==> src/rtl/core/ddtmr_pkg.sv <==
// Shared types and constants for the dual down-counter timer core.
// Used by ddtmr_in_reg, ddtmr_timer and the top level in rtl/core; depends on nothing else.
package ddtmr_pkg;

    // Number of timers in the core.
    localparam int NUM_TIMERS = 2;

    // Request type codes.
    localparam logic [1:0] REQ_READ  = 2'd0;
    localparam logic [1:0] REQ_WRITE = 2'd1;
    localparam logic [1:0] REQ_TICK  = 2'd2;

    // Register index codes.
    localparam logic [2:0] REG_LOAD    = 3'd0;
    localparam logic [2:0] REG_VALUE   = 3'd1;
    localparam logic [2:0] REG_CONTROL = 3'd2;
    localparam logic [2:0] REG_INTCLR  = 3'd3;
    localparam logic [2:0] REG_RIS     = 3'd4;
    localparam logic [2:0] REG_MIS     = 3'd5;
    localparam logic [2:0] REG_BGLOAD  = 3'd6;

    // Control byte bit positions.
    localparam int CTL_ONESHOT  = 0;
    localparam int CTL_SIZE32   = 1;
    localparam int CTL_PRE_LO   = 2;
    localparam int CTL_PRE_HI   = 3;
    localparam int CTL_IE       = 5;
    localparam int CTL_PERIODIC = 6;
    localparam int CTL_ENABLE   = 7;

    // Prescale codes; any other code divides by 256.
    localparam logic [1:0] PRE_DIV1  = 2'd0;
    localparam logic [1:0] PRE_DIV16 = 2'd1;

    // Reset values.
    localparam logic [7:0]  CTL_RESET   = 8'h20;
    localparam logic [31:0] COUNT_RESET = 32'hFFFF_FFFF;

    // One input word as held in the input register.
    typedef struct packed {
        logic [1:0]  req_type;
        logic        timer_sel;
        logic [2:0]  reg_index;
        logic [31:0] write_data;
    } ddtmr_item_t;

    // Decoded access presented to one timer.
    typedef struct packed {
        logic        rd;
        logic        wr;
        logic        tick;
        logic [2:0]  reg_index;
        logic [31:0] data;
    } ddtmr_acc_t;

    // What one timer reports back for the current access.
    typedef struct packed {
        logic [31:0] read_data;
        logic        irq;
    } ddtmr_stat_t;

endpackage

==> src/rtl/core/ddtmr_in_reg.sv <==
// Input register of the timer core: holds one accepted word until it is processed.
// Depends on ddtmr_pkg.
module ddtmr_in_reg
    import ddtmr_pkg::*;
(
    input  logic        clk,
    input  logic        rst_n,
    input  logic        load,
    input  logic        advance,
    input  ddtmr_item_t item_in,
    output logic        valid,
    output ddtmr_item_t item_out
);

    logic        valid_reg;
    logic        valid_next;
    ddtmr_item_t item_reg;

    // A new word replaces the old one; otherwise the slot empties as it moves on.
    always_comb
    begin
        valid_next = valid_reg;
        if (load)
        begin
            valid_next = 1'b1;
        end
        else if (advance)
        begin
            valid_next = 1'b0;
        end
    end

    always_ff @(posedge clk or negedge rst_n)
    begin
        if (!rst_n)
        begin
            valid_reg <= 1'b0;
        end
        else
        begin
            valid_reg <= valid_next;
        end
    end

    // Payload needs no reset.
    always_ff @(posedge clk)
    begin
        if (load)
        begin
            item_reg <= item_in;
        end
    end

    assign valid    = valid_reg;
    assign item_out = item_reg;

endmodule

==> src/rtl/core/ddtmr_timer.sv <==
// One down-counting timer: load, value, control, raw flag and prescaler state.
// Depends on ddtmr_pkg.
module ddtmr_timer
    import ddtmr_pkg::*;
(
    input  logic        clk,
    input  logic        rst_n,
    input  ddtmr_acc_t  acc,
    output ddtmr_stat_t stat
);

    logic [31:0] reload_reg;
    logic [31:0] reload_next;
    logic [31:0] count_reg;
    logic [31:0] count_next;
    logic [7:0]  ctrl_reg;
    logic [7:0]  ctrl_next;
    logic        raw_reg;
    logic        raw_next;
    logic [7:0]  pre_reg;
    logic [7:0]  pre_next;

    logic [31:0] size_mask;
    logic [7:0]  pre_mask;
    logic [31:0] cur;
    logic [31:0] dec;
    logic [31:0] rel;
    logic        masked_irq;

    // Size mask, prescale mask and the candidate counter values.
    always_comb
    begin
        size_mask = ctrl_reg[CTL_SIZE32] ? 32'hFFFF_FFFF : 32'h0000_FFFF;
        case (ctrl_reg[CTL_PRE_HI:CTL_PRE_LO])
            PRE_DIV1:  pre_mask = 8'h00;
            PRE_DIV16: pre_mask = 8'h0F;
            default:   pre_mask = 8'hFF;
        endcase
        cur = count_reg & size_mask;
        dec = (cur - 32'd1) & size_mask;
        rel = reload_reg & size_mask;
    end

    // Next state for a write or a tick.
    always_comb
    begin
        reload_next = reload_reg;
        count_next  = count_reg;
        ctrl_next   = ctrl_reg;
        raw_next    = raw_reg;
        pre_next    = pre_reg;

        if (acc.wr)
        begin
            case (acc.reg_index)
                REG_LOAD:
                begin
                    reload_next = acc.data;
                    count_next  = acc.data & size_mask;
                    pre_next    = 8'd0;
                end
                REG_CONTROL:
                begin
                    ctrl_next = acc.data[7:0];
                end
                REG_INTCLR:
                begin
                    raw_next = 1'b0;
                end
                REG_BGLOAD:
                begin
                    reload_next = acc.data;
                end
                default:
                begin
                    reload_next = reload_reg;
                end
            endcase
        end
        else if (acc.tick && ctrl_reg[CTL_ENABLE])
        begin
            pre_next = pre_reg + 8'd1;
            if ((pre_reg & pre_mask) == pre_mask)
            begin
                // A count: decrement, then hold, reload or wrap at zero.
                if (cur != 32'd0)
                begin
                    count_next = dec;
                    if (dec == 32'd0)
                    begin
                        raw_next = 1'b1;
                    end
                end
                else if (ctrl_reg[CTL_ONESHOT])
                begin
                    count_next = 32'd0;
                end
                else if (ctrl_reg[CTL_PERIODIC])
                begin
                    count_next = rel;
                    if (rel == 32'd0)
                    begin
                        raw_next = 1'b1;
                    end
                end
                else
                begin
                    count_next = size_mask;
                end
            end
        end
    end

    // Register read, taken from the state before this access.
    always_comb
    begin
        masked_irq     = raw_reg & ctrl_reg[CTL_IE];
        stat.read_data = 32'd0;
        if (acc.rd)
        begin
            case (acc.reg_index)
                REG_LOAD, REG_BGLOAD: stat.read_data = reload_reg;
                REG_VALUE:            stat.read_data = count_reg;
                REG_CONTROL:          stat.read_data = {24'd0, ctrl_reg};
                REG_RIS:              stat.read_data = {31'd0, raw_reg};
                REG_MIS:              stat.read_data = {31'd0, masked_irq};
                default:              stat.read_data = 32'd0;
            endcase
        end
        stat.irq = raw_next & ctrl_next[CTL_IE];
    end

    always_ff @(posedge clk or negedge rst_n)
    begin
        if (!rst_n)
        begin
            reload_reg <= 32'd0;
            count_reg  <= COUNT_RESET;
            ctrl_reg   <= CTL_RESET;
            raw_reg    <= 1'b0;
            pre_reg    <= 8'd0;
        end
        else
        begin
            reload_reg <= reload_next;
            count_reg  <= count_next;
            ctrl_reg   <= ctrl_next;
            raw_reg    <= raw_next;
            pre_reg    <= pre_next;
        end
    end

endmodule

==> src/rtl/core/dual_down_counter_timer_core.sv <==
// Dual down-counter timer core, top level.
// Depends on ddtmr_pkg, ddtmr_in_reg and ddtmr_timer.
//
// Usage: each input word is a register read, a register write or one tick
// of the timer clock, applied to both timers. Words enter on in_valid /
// in_stall and each produces exactly one result word on out_valid /
// out_stall carrying read_data (zero unless a read) and irq_lines, the
// masked interrupt of each timer after that word.
// The result word passes through the input register, then through the timer
// update into the output register.
// Throughput is one word per cycle while out_stall is low; the timer state is
// updated in the same edge that loads the output register, so consecutive
// words see each other's effects in order.
// When the receiver stalls, the result holds in the output register and
// the input register can still take one more word; in_stall rises only
// while both are full and out_stall is high.
// Reset clears both registers of valid words and returns each timer to
// load 0, value all ones, control 0x20 and no pending interrupt.
module dual_down_counter_timer_core
    import ddtmr_pkg::*;
(
    input  logic        clk,
    input  logic        rst_n,
    input  logic        in_valid,
    output logic        in_stall,
    input  logic [1:0]  req_type,
    input  logic        timer_sel,
    input  logic [2:0]  reg_index,
    input  logic [31:0] write_data,
    output logic        out_valid,
    input  logic        out_stall,
    output logic [31:0] read_data,
    output logic [1:0]  irq_lines
);

    logic        s1_valid;
    ddtmr_item_t s1_item;
    ddtmr_item_t in_item;
    logic        in_load;
    logic        advance;

    logic        out_valid_reg;
    logic        out_valid_next;
    logic [31:0] read_data_reg;
    logic [1:0]  irq_reg;
    logic [31:0] rd_mux;
    logic [1:0]  irq_vec;

    ddtmr_acc_t  acc [NUM_TIMERS];
    ddtmr_stat_t stat [NUM_TIMERS];

    // Handshake: the input word moves on whenever the output register is empty or its result is being taken.
    assign advance  = s1_valid && (!out_valid_reg || !out_stall);
    assign in_stall = s1_valid && out_valid_reg && out_stall;
    assign in_load  = in_valid && !in_stall;

    assign in_item.req_type   = req_type;
    assign in_item.timer_sel  = timer_sel;
    assign in_item.reg_index  = reg_index;
    assign in_item.write_data = write_data;

    ddtmr_in_reg u_in_reg
    (
        .clk      (clk),
        .rst_n    (rst_n),
        .load     (in_load),
        .advance  (advance),
        .item_in  (in_item),
        .valid    (s1_valid),
        .item_out (s1_item)
    );

    // Per-timer access decode and timer instances.
    for (genvar i = 0; i < NUM_TIMERS; i++)
    begin : g_timer
        logic hit;
        assign hit = (s1_item.timer_sel == 1'(i));
        assign acc[i].rd        = advance && (s1_item.req_type == REQ_READ) && hit;
        assign acc[i].wr        = advance && (s1_item.req_type == REQ_WRITE) && hit;
        assign acc[i].tick      = advance && (s1_item.req_type == REQ_TICK);
        assign acc[i].reg_index = s1_item.reg_index;
        assign acc[i].data      = s1_item.write_data;

        ddtmr_timer u_timer
        (
            .clk   (clk),
            .rst_n (rst_n),
            .acc   (acc[i]),
            .stat  (stat[i])
        );
    end

    // Gather read data and interrupt lines from the timers.
    always_comb
    begin
        rd_mux  = 32'd0;
        irq_vec = 2'd0;
        for (int k = 0; k < NUM_TIMERS; k++)
        begin
            rd_mux     = rd_mux | stat[k].read_data;
            irq_vec[k] = stat[k].irq;
        end
    end

    // Output register valid: set on a new result, cleared when taken.
    always_comb
    begin
        out_valid_next = out_valid_reg;
        if (advance)
        begin
            out_valid_next = 1'b1;
        end
        else if (out_valid_reg && !out_stall)
        begin
            out_valid_next = 1'b0;
        end
    end

    always_ff @(posedge clk or negedge rst_n)
    begin
        if (!rst_n)
        begin
            out_valid_reg <= 1'b0;
        end
        else
        begin
            out_valid_reg <= out_valid_next;
        end
    end

    always_ff @(posedge clk)
    begin
        if (advance)
        begin
            read_data_reg <= rd_mux;
            irq_reg       <= irq_vec;
        end
    end

    assign out_valid = out_valid_reg;
    assign read_data = read_data_reg;
    assign irq_lines = irq_reg;

endmodule

==> config.mk <==
export PLATFORM = sky130hd
export DESIGN_NAME = dual_down_counter_timer_core
export DESIGN_NICKNAME = d
export VERILOG_FILES = /design/src/rtl/core/ddtmr_pkg.sv /design/src/rtl/core/ddtmr_in_reg.sv /design/src/rtl/core/ddtmr_timer.sv /design/src/rtl/core/dual_down_counter_timer_core.sv
export SDC_FILE = /design/constraint.sdc
export NUM_CORES = 1
export LEC_CHECK = 0
export ABC_AREA = 1
export BUFFER_PORTS_ARGS = -buffer_cell sky130_fd_sc_hd__buf_2
export CORE_MARGIN = 2
export CORE_UTILIZATION = 40
export DETAILED_ROUTE_END_ITERATION = 12
export GPL_TIMING_DRIVEN = 0
export SLEW_MARGIN = 20
export SYNTH_ARGS = -nofsm -noshare
export SYNTH_HDL_FRONTEND = slang
export SYNTH_HIERARCHICAL = 1
export SYNTH_SLANG_ARGS = --single-unit
export TNS_END_PERCENT = 30
==> constraint.sdc <==
create_clock -name clk -period 2.8 [get_ports clk]
set_input_delay 0.42 -clock clk [delete_from_list [all_inputs] [get_ports clk]]
set_output_delay 0.42 -clock clk [all_outputs]
set_load 0.01 [all_outputs]
==> results_dict.tcl, run 1 <==
set metrics [dict create \
    ys_top_cells_by_area "dfrtp_1 (17%), edfxtp_1 (15%), dfstp_2 (12%), nand2_1 (9.6%), nor2_1 (6.6%)" \
    period_share 0.973 \
    synth_top_area_frac 0.171 \
    clock_path_buffers 3 \
    dp.cells 2320 \
    drv_slew 0 \
    synth.distinct_cells 45 \
    arrival_ns 3.15 \
    overflow 0 \
    clock_latency_ns 0.57 \
    die_width_microns 193 \
    hp-class "in2reg" \
    fin_crit_ns 2.72 \
    max_slew_margin 0.506 \
    critPathLaunchType "flip-flop" \
    final-hold-violation-count 0 \
    synth_edf_count 72 \
    p_per_area_mw_per_mm2 939 \
    grt_antenna_before_repair 0 \
    grt_pass1_wl_mm 72.1 \
    reg2reg_depth 14 \
    rsz0062_at_grt "true" \
    timing.hold.ws_ns 0.0290 \
    fmaxAchievable_mhz 367 \
    ant_nets 0 \
    fp.coreArea_sq_mm 0.0355 \
    ys_async_sr_fraction 0.695 \
    wl_mm 45.8 \
    r2r_end "irq_lines[0]" \
    fin_cells 2380 \
    via_per_inst 5.43 \
    vdd_drop_max_mv 0.481 \
    dp_hpwl_mm 36.4 \
    wire_per_inst_microns 19.3 \
    synth_area_leader_cell "dfrtp_1" \
    regToRegStartpoint "g_timer[0].u_timer/count_reg[1]" \
    htreeDepth 1 \
    rows 69 \
    cts_setup_buffers 0 \
    grt_pass1_vias 12600 \
    final_nets 1946 \
    grt_max_degree 97 \
    status "completed" \
    initial_utilization 0.404 \
    synth_seq_cells 236 \
    top_level_ports 78 \
    avgSynthCellArea_sq_um 8.06 \
    syn_inst 1779 \
    cp_slowest_cell "dfstp_2" \
    numCtsBuffers 29 \
    cp-end-kind "flip-flop" \
    yosysWarnings 6 \
    drv_cap 0 \
    synth_area_sq_mm 0.0143 \
    ys_top_cells_by_count "nand2_1 (368), nor2_1 (252), inv_1 (159), o21ai_0 (138), dfrtp_1 (98)" \
    tightest_slew_ns 0.741 \
    firstDrtPassIters 6 \
    numClockSinks 236 \
    worstPathRequired_ns 3.23 \
    fin_worst_skew_ns 0.0274 \
    rrSetupSlack_ns 0.08 \
    drive_gt1_frac 0.223 \
    port_buffers 77 \
    n_fill_cell 3502 \
    dr.first_iter.drc_count 1268 \
    criticalPathCategory "reg2reg" \
    synth_nets 1829 \
    crit_start "g_timer[0].u_timer/count_reg[1]" \
    area_growth_pct 14.5 \
    antenna_cells 0 \
    slowest_delay_ns 0.37 \
    grt_usage 0.243 \
    endpoint "irq_lines[0]" \
    place_congestion 0.920 \
    cp_max_fo 6 \
    synth_seq_area_share 0.443 \
    power_leakage_nw 7.14 \
    synth.most_common_cell "nand2_1" \
    drc 0 \
    path_cells "inv_1 > ha_1 > nand2_1 > nor2_1 > nand2_1 > nor2_2 > nand3_1 > nand3_1 > nand2_1 > nor2_1 > nand2_1 > o21bai_2 > nand2_1 > a21oi_2" \
    dieArea_sq_mm 0.0374 \
    cts_tree "done" \
    crit_top_cell "nand2_1" \
    cts.clk_slew.worst_paths_ns 0.06 \
    die_h_microns 193 \
    num_vias 12900 \
    finalSetupViolCount 0 \
    synth-main-ff-cell "dfrtp_1" \
    cts_root_buffer "clkbuf_16" \
]
==> per-layer routing <==
metal  up-vias  share of wire  track usage
met5         -              0            0
met2       421           0.47        0.410
li1       6275              -            -
met1      6132           0.45        0.334
met4         0          0.030       0.0662
met3        86          0.049       0.0216
==> layout make-up <==
cell class | instances | area [sq um] | area share
Multi-Input combinational cell | 1293 | 6950 | 0.423
Sequential cell | 236 | 6350 | 0.387
Clock buffer | 30 | 739 | 0.0450
Inverter | 170 | 638 | 0.0389
Tap cell | 461 | 577 | 0.0351
Timing Repair Buffer | 86 | 523 | 0.0318
Buffer | 80 | 428 | 0.0261
Clock inverter | 24 | 214 | 0.0130
==> cells by family (layout without fill, tap and decap cells) <==
group	Yosys count	after routing	synth area share
and+or+nand+nor	858	858	0.269
AOI/OAI and AO/OA	375	375	0.167
buffers and inverters	250	390	0.0739
DFF	236	236	0.443
muxes	50	50	0.0392
adders and majority gates	8	8	0.00698
xor gates and xnor gates	2	2	0.00122
==> stage by stage <==
stage,worst slack (ns),utilization,area [sq um],power [mW],setup TNS (ns)
6_report,0.0759,0.463,16400,15.4,0
3_5_place_dp,-0.0759,0.434,15400,11.6,-0.236
5_1_grt,-0.0776,0.463,16400,16.4,-0.0873
2_1_floorplan,0.695,-,14300,9.77,0
4_1_cts,0.0214,0.462,16400,15.4,0
3_3_place_gp,-1.40,0.431,15300,11.5,-158.27
==> repair_timing <==
item | CTS | global route
hold buffers | 6 | 0
setup endpoints to repair | 2 | 35
endpoints found under the hold margin | 41 | 0
pin swaps | 0 | 1
resized for setup | 2 | 13
cloned | 0 | 0
==> worst min-delay path by stage <==
stage / depth (start not counted) / from / end / slack [ns]
2_1_floorplan: 0 / rst_n / g_timer[0].u_timer/ctrl_reg[0] / 0.12
3_3_place_gp: 2 / g_timer[1].u_timer/ctrl_reg[4] / g_timer[1].u_timer/ctrl_reg[4] / 0.47
3_5_place_dp: 1 / rst_n / g_timer[0].u_timer/pre_reg[7] / 0.42
4_1_cts: 1 / write_data[4] / u_in_reg/item_out[4] / 0.002
5_1_grt: 1 / write_data[4] / u_in_reg/item_out[4] / 0.009
6_report: 1 / write_data[3] / u_in_reg/item_out[3] / 0.03
==> power breakdown <==
group / switching (mW) / internal [mW] / total [mW] / leakage [nW]
logic: 3.09 / 1.90 / 4.99 / 4.00
registers: 1.58 / 5.15 / 6.73 / 2.67
clock network: 1.57 / 2.13 / 3.71 / 0.467
==> critical path: cells and delay by family, from the launching register on <==
family,cells,cell delay [ns]
DFF,1,0.37
adders and majority gates,1,0.23
buffers and inverters,1,0.15
and+or+nand+nor,10,1.46
AOI/OAI and AO/OA,2,0.38
==> cell usage in the layout (no fill, tap or decap), drive strengths merged <==
cell type    Yosys  final
o21ai          156    156
a221oi           6      6
or2             32     32
a21oi           34     34
o211ai          30     30
nand4           10     10
bufinv           0      2
a22oi           50     50
clkinv           2     16
o21bai           9      9
xor2             2      2
dfrtp           98     98
edfxtp          72     72
nor2           288    288
o221ai          16     16
inv            168    173
nand2          406    406
nand3           93     93
nor3            15     15
a31oi           32     32
clkbuf          47     79
clkinvlp         0      3
buf             33    111
mux2            50     50
a211oi           2      2
ha               8      8
o22ai           40     40
dfstp           66     66
nor4            12     12
and2             2      2
dlygate4sd3      0      6
Power figures use the tool's default switching activity.
==> inputs of run 2 (changes only) <==
ABC_AREA = not set   (was 1)
==> run 2 against run 1 <==
Net effect: non-clock buffer count increased by 68; via count increased by 1.7%; routed wire length increased by 11%; the flow now finishes with violations (negative setup slack); first-iteration DRC count increased by 16%; area after synthesis decreased by 1.7%; largest cell class unchanged; critical path depth decreased by 6; flip-flop and latch count unchanged.
==> results_dict.tcl, run 2 <==
set metrics [dict create \
    status "complete, but fails checks" \
    failed_checks "negative setup slack" \
    power_leakage_nw 6.68 \
    cp_max_fo 5 \
    port_buffers 77 \
    clock_path_buffers 3 \
    final_common_cell "nor2_1" \
    avgSynthCellArea_sq_um 8.72 \
    cts_tree "done" \
    worstPathRequired_ns 3.23 \
    firstDrtPassIters 6 \
    fin_worst_skew_ns 0.0126 \
    place_congestion 0.939 \
    dp_hpwl_mm 38.5 \
    die_h_microns 192 \
    cp-end-kind "flip-flop" \
    grt_max_degree 74 \
    synth_top_area_frac 0.174 \
    utilization 0.492 \
    synth_nets 1667 \
    p_per_area_mw_per_mm2 1060 \
    wl_mm 50.9 \
    numCtsBuffers 29 \
    top_level_ports 78 \
    cts_root_buffer "clkbuf_16" \
    reg2reg_depth 8 \
    dieArea_sq_mm 0.0368 \
    clock_latency_ns 0.57 \
    dp.cells 2154 \
    grt_pass1_vias 12500 \
    num_vias 13100 \
    final_cell_mix "nor2_1 (185), nand2_1 (149), a21oi_1 (124)" \
    synth_seq_area_share 0.450 \
    drive_gt1_frac 0.247 \
    ant_nets 0 \
    area_growth_pct 20.8 \
    final_nets 1802 \
    synth-main-ff-cell "dfrtp_1" \
    grt_pass1_wl_mm 76.7 \
    ys_top_cells_by_area "dfrtp_1 (17%), edfxtp_1 (15%), dfstp_2 (12%), nor2_1 (5.0%), a21oi_1 (4.4%)" \
    die_width_microns 192 \
    synth_seq_cells 236 \
    min_path_cells 1 \
    fin_ws_ns -0.117 \
    yosysWarnings 6 \
    max_slew_margin 0.528 \
    synth_area_leader_cell "dfrtp_1" \
    synth.most_common_cell "nor2_1" \
    cts.clk_slew.worst_paths_ns 0.06 \
    fp.coreArea_sq_mm 0.0346 \
    rsz0062_at_grt "true" \
    hp-class "in2reg" \
    arrival_ns 3.35 \
    rows 68 \
    overflow 0 \
    criticalPathCategory "reg2reg" \
    drv_cap 0 \
    drc 0 \
    antenna_cells 0 \
    grt_usage 0.275 \
    finalSetupViolCount 2 \
    ys_top_cells_by_count "nor2_1 (186), nand2_1 (151), a21oi_1 (124), o21ai_0 (118), clkbuf_1 (106)" \
    drv_slew 0 \
    synth_edf_count 72 \
    synth.distinct_cells 69 \
    synth_area_sq_mm 0.0141 \
    grt_antenna_before_repair 1 \
    fin_cells 2230 \
    dr.first_iter.drc_count 1472 \
    wire_per_inst_microns 22.8 \
    tightest_slew_ns 0.708 \
    htreeDepth 1 \
    initial_utilization 0.407 \
    via_per_inst 5.89 \
    final-hold-violation-count 0 \
    fin_crit_ns 2.92 \
    fmaxAchievable_mhz 343 \
    syn_inst 1617 \
    period_share 1.04 \
    ys_async_sr_fraction 0.695 \
    numClockSinks 236 \
    critPathLaunchType "flip-flop" \
    vdd_drop_max_mv 0.660 \
]
==> run 2: cell count changes after synthesis, moves of 21 or more <==
cell / change
nand2_1: -217
inv_1: -93
a21oi_1: +92
nor2_1: -66
clkbuf_1: +59
nand3_1: -54
o21ai_1: +37
xnor2_1: +34
o22ai_1: -31
nand2_2: -26
xor2_1: +24
nor2b_1: +23
mux2_2: -22
nor2_2: -21
==> run 2: per-layer routing <==
| metal | part of all wire | global-route usage |
|---|---|---|
| met3 | 0.070 | 0.0393 |
| met4 | 0.041 | 0.109 |
| met5 | 0.00022 | 0 |
| met1 | 0.42 | 0.369 |
| met2 | 0.47 | 0.448 |
==> run 2: cells by family (layout without fill, tap and decap cells) <==
family	count (synthesis)	after routing	synth area share
AND/OR/NAND/NOR	606	606	0.217
AO/OA/AOI/OAI	475	475	0.205
flip-flops	236	236	0.450
buffers and inverters	198	356	0.0568
XOR/XNOR	60	60	0.0373
multiplexers	34	34	0.0266
adder cells (fa/ha/maj)	8	8	0.00710
==> run 2: area by class of cell <==
type	count	area (sq um)
buffer	106	533
clock buffer	36	792
clock inverter	18	254
fill	3313	17600
inverter	68	265
multi-input combinational	1183	7410
sequential	236	6350
tap	455	569
timing repair buffer	128	846
==> run 2: repair_timing <==
item | CTS | global route
endpoints found under the hold margin | 19 | 0
gates resized for setup | 91 | 55
hold buffers | 1 | 0
buffers inserted | 28 | 17
endpoints found under the setup margin | 130 | 101
pin swaps | 28 | 25
==> run 2: report_power, final <==
part | switching, mW | leakage [nW] | internal [mW]
Sequential | 1.65 | 2.58 | 5.01
Clock | 1.55 | 0.509 | 2.56
Combinational | 4.25 | 3.60 | 2.99
Total | 7.45 | 6.68 | 10.6
==> run 2: final timing paths <==
check / from / to / slack (ns)
worst max-delay path: g_timer[0].u_timer/count_reg[13] / irq_lines[0] / -0.12
worst max register to register: g_timer[0].u_timer/count_reg[13] / irq_lines[0] / -0.12
worst min-delay path: reg_index[1] / u_in_reg/item_out[33] / 0.03
min in group asynchronous: rst_n / g_timer[0].u_timer/ctrl_reg[1] / 0.30
max in group asynchronous: rst_n / g_timer[1].u_timer/count_reg[27] / 1.47
worst min register to register: g_timer[1].u_timer/pre_reg[7] / g_timer[1].u_timer/pre_reg[7] / 0.48
==> run 2: through the flow <==
stage | worst slack [ns] | hold WS [ns] | setup TNS [ns] | instance area [sq um] | total power [mW]
after CTS | -0.0870 | 0.00452 | -0.101 | 16800 | 17.6
after global routing | -0.206 | 0.0136 | -0.336 | 17000 | 19.0
after detailed placement | -1.03 | 0.276 | -79.02 | 15200 | 12.7
after global placement | -1.43 | 0.463 | -245.30 | 15100 | 12.6
final | -0.117 | 0.0284 | -0.229 | 17000 | 18.0
after floorplan | 0.00703 | 0.124 | 0 | 14100 | 10.4
==> run 2: critical path, stage by stage, from the launching register on <==
cell and delay [ns]:
dfstp_2 0.41, or4_4 0.61, or2_4 0.30, or4_1 0.46
nor2_1 0.11, a311oi_1 0.07, a2111oi_2 0.39, a21o_1 0.28
and2_1 0.16
==> inputs of run 3 (changes only) <==
GPL_ROUTABILITY_DRIVEN = 0   (was not set)
SETUP_SLACK_MARGIN = 0.5   (was not set)
==> run 3 against run 2 <==
Net effect: the run still ends with negative setup slack left; via count up 7.2%; clock skew down 0.0030 ns; register-to-register slack about the same.
==> results_dict.tcl, run 3 (synthesis gave the netlist of run 2 again) <==
set metrics [dict create \
    status "complete, but fails checks" \
    failed_checks "negative setup slack" \
    p_sw_frac 0.424 \
    grt_max_degree 96 \
    criticalPathCategory "reg2reg" \
    met2_usage 0.469 \
    top_level_ports 78 \
    power_leakage_nw 7.51 \
    firstDrtPassIters 7 \
    fin_cells 2314 \
    cts_root_buffer "clkbuf_16" \
    initial_utilization 0.407 \
    final_nets 1887 \
    path_cells "inv_2 > ha_4 > or4b_4 > nor4_4 > xnor2_1 > and4b_1 > nand4_1 > nor4_4 > a21o_1 > and2_4" \
    reg2reg_depth 10 \
    regToRegStartpoint "g_timer[0].u_timer/count_reg[0]" \
    dp_hpwl_mm 37.9 \
    worst-path-buf-inv 1 \
    rsz0062_at_grt "true" \
    final_common_cell "nor2_1" \
    cp_slowest_cell "or4b_4" \
    hp-start "write_data[15]" \
    grt.met1_usage 0.388 \
    final-hold-violation-count 0 \
    arrival_ns 3.36 \
    dr.first_iter.drc_count 1903 \
    grt_usage 0.291 \
    slowest_delay_ns 0.51 \
    cts_tree "done" \
    fin_crit_ns 2.93 \
    drc 0 \
    setup_tns_ns -0.361 \
    num_vias 14100 \
    grt_antenna_before_repair 0 \
    grt_pass1_vias 13500 \
    die_width_microns 192 \
    max_slew_margin 0.444 \
    cp-end-kind "flip-flop" \
    area_growth_pct 34.5 \
    rrSetupSlack_ns -0.13 \
    worstPathRequired_ns 3.23 \
    clock_latency_ns 0.56 \
    grt_pass1_wl_mm 81.4 \
    seqPwrFrac 0.327 \
    htreeDepth 1 \
    drv_cap 0 \
    crit_top_cell "nor4_4" \
    final_cell_mix "nor2_1 (166), nand2_1 (130), a21oi_1 (98), dfrtp_1 (98)" \
    n_fill_cell 2974 \
    r2r_end "irq_lines[0]" \
    fp.coreArea_sq_mm 0.0346 \
    cp_top_family "simple AND/OR/NAND/NOR gates" \
    postLayoutCellArea_sq_mm 0.0190 \
    comb_power_share 0.480 \
    p_switching_mw 8.12 \
    min_path_cells 1 \
    numClockSinks 236 \
    cts.clk_slew.worst_paths_ns 0.06 \
    fin_ws_ns -0.127 \
    vdd_drop_max_mv 0.599 \
    drive_gt1_frac 0.368 \
    p_per_area_mw_per_mm2 1010 \
    holdPathEnd "u_in_reg/item_out[15]" \
    wire_per_inst_microns 23.6 \
    clockPowerShare 0.194 \
    use_met3 0.0404 \
    die_h_microns 192 \
    numCtsBuffers 28 \
    port_buffers 77 \
    fin_worst_skew_ns 0.00963 \
    fmaxAchievable_mhz 342 \
    hp-class "in2reg" \
    cp_max_fo 4 \
    antenna_cells 0 \
    dieArea_sq_mm 0.0368 \
    placed_area_sq_mm 0.0152 \
    drv_slew 0 \
    overflow 0 \
    grt.busiest_layer "met2" \
    rows 68 \
    ant_nets 0 \
    dp.cells 2152 \
    period_share 1.05 \
    critPathLaunchType "flip-flop" \
    via_per_inst 6.08 \
    wl_mm 54.6 \
    clock_path_buffers 3 \
    finalSetupViolCount 9 \
    tightest_slew_ns 0.834 \
    internal_power_mw 11.0 \
]
[run 3: changes by cell type in the layout (fill, tap and decap cells not counted), sizes merged]
| cell | change |
|---|---|
| inv | -1 |
| buf | +70 |
| bufinv | -3 |
| clkinv | +1 |
| clkbuf | +18 |
| clkinvlp | -1 |
[run 3: cell type report]
class                   instances  area (sq um)  area share
multi-input cells            1183          8230       0.434
flip-flops and latches        236          6350       0.335
repair buffers                190          1630      0.0857
plain buffers                 130           981      0.0517
clock buffers                  38           769      0.0406
well taps                     455           569      0.0300
inverters                      68           273      0.0144
clock inverters                14           156     0.00825
[run 3: power by group through the flow]
stage	combinational (mW)	sequential, mW	clock [mW]
6_report	9.19	6.26	3.71
5_1_grt	9.79	6.35	3.90
4_1_cts	8.34	6.16	3.77
3_5_place_dp	6.51	6.28	0
3_3_place_gp	6.40	6.27	0
2_1_floorplan	4.71	5.82	0
[run 3: how the worst max path moves through the flow]
stage	start	depth (start not counted)	endpoint	slack, ns
floorplan	g_timer[0].u_timer/count_reg[1]	10	irq_lines[0]	0.19
global placement	rst_n	1	g_timer[1].u_timer/ctrl_reg[1]	-1.48
detailed placement	out_stall	11	g_timer[0].u_timer/count_reg[5]	-0.69
CTS	g_timer[1].u_timer/count_reg[0]	11	irq_lines[1]	-0.09
global route	g_timer[1].u_timer/count_reg[0]	11	irq_lines[1]	-0.17
finish	g_timer[0].u_timer/count_reg[0]	10	irq_lines[0]	-0.13
[run 3: routing by layer]
layer  share of wire  wire, microns
met1            0.39          21500
met3           0.086           4680
met4           0.060           3260
met2            0.46          25100
met5               0              0
[run 3: what timing repair did]
action | CTS | global route
cloned | 5 | 2
buffers inserted | 85 | 17
hold endpoints to repair | 32 | 0
resized for setup | 367 | 149
setup endpoints to repair | 180 | 171
hold buffers | 1 | 0
pin swaps | 142 | 76
[run 3: metrics by stage]
step,setup WS [ns],utilization,hold slack (ns),total power [mW]
after floorplan,0.193,-,0.124,10.5
after global placement,-1.48,0.438,0.463,12.7
after detailed placement,-0.690,0.440,0.441,12.8
after CTS,-0.0930,0.529,0.0160,18.3
after global routing,-0.166,0.547,0.0241,20.0
final,-0.127,0.547,0.0321,19.2
[run 3: worst reg2reg max path, cell delays in order, from the launching register on]
cell and delay (ns):
dfstp_2 0.40, inv_2 0.08, ha_4 0.15, or4b_4 0.51, nor4_4 0.19, xnor2_1 0.18
and4b_1 0.25, nand4_1 0.24, nor4_4 0.36, a21o_1 0.26, and2_4 0.18
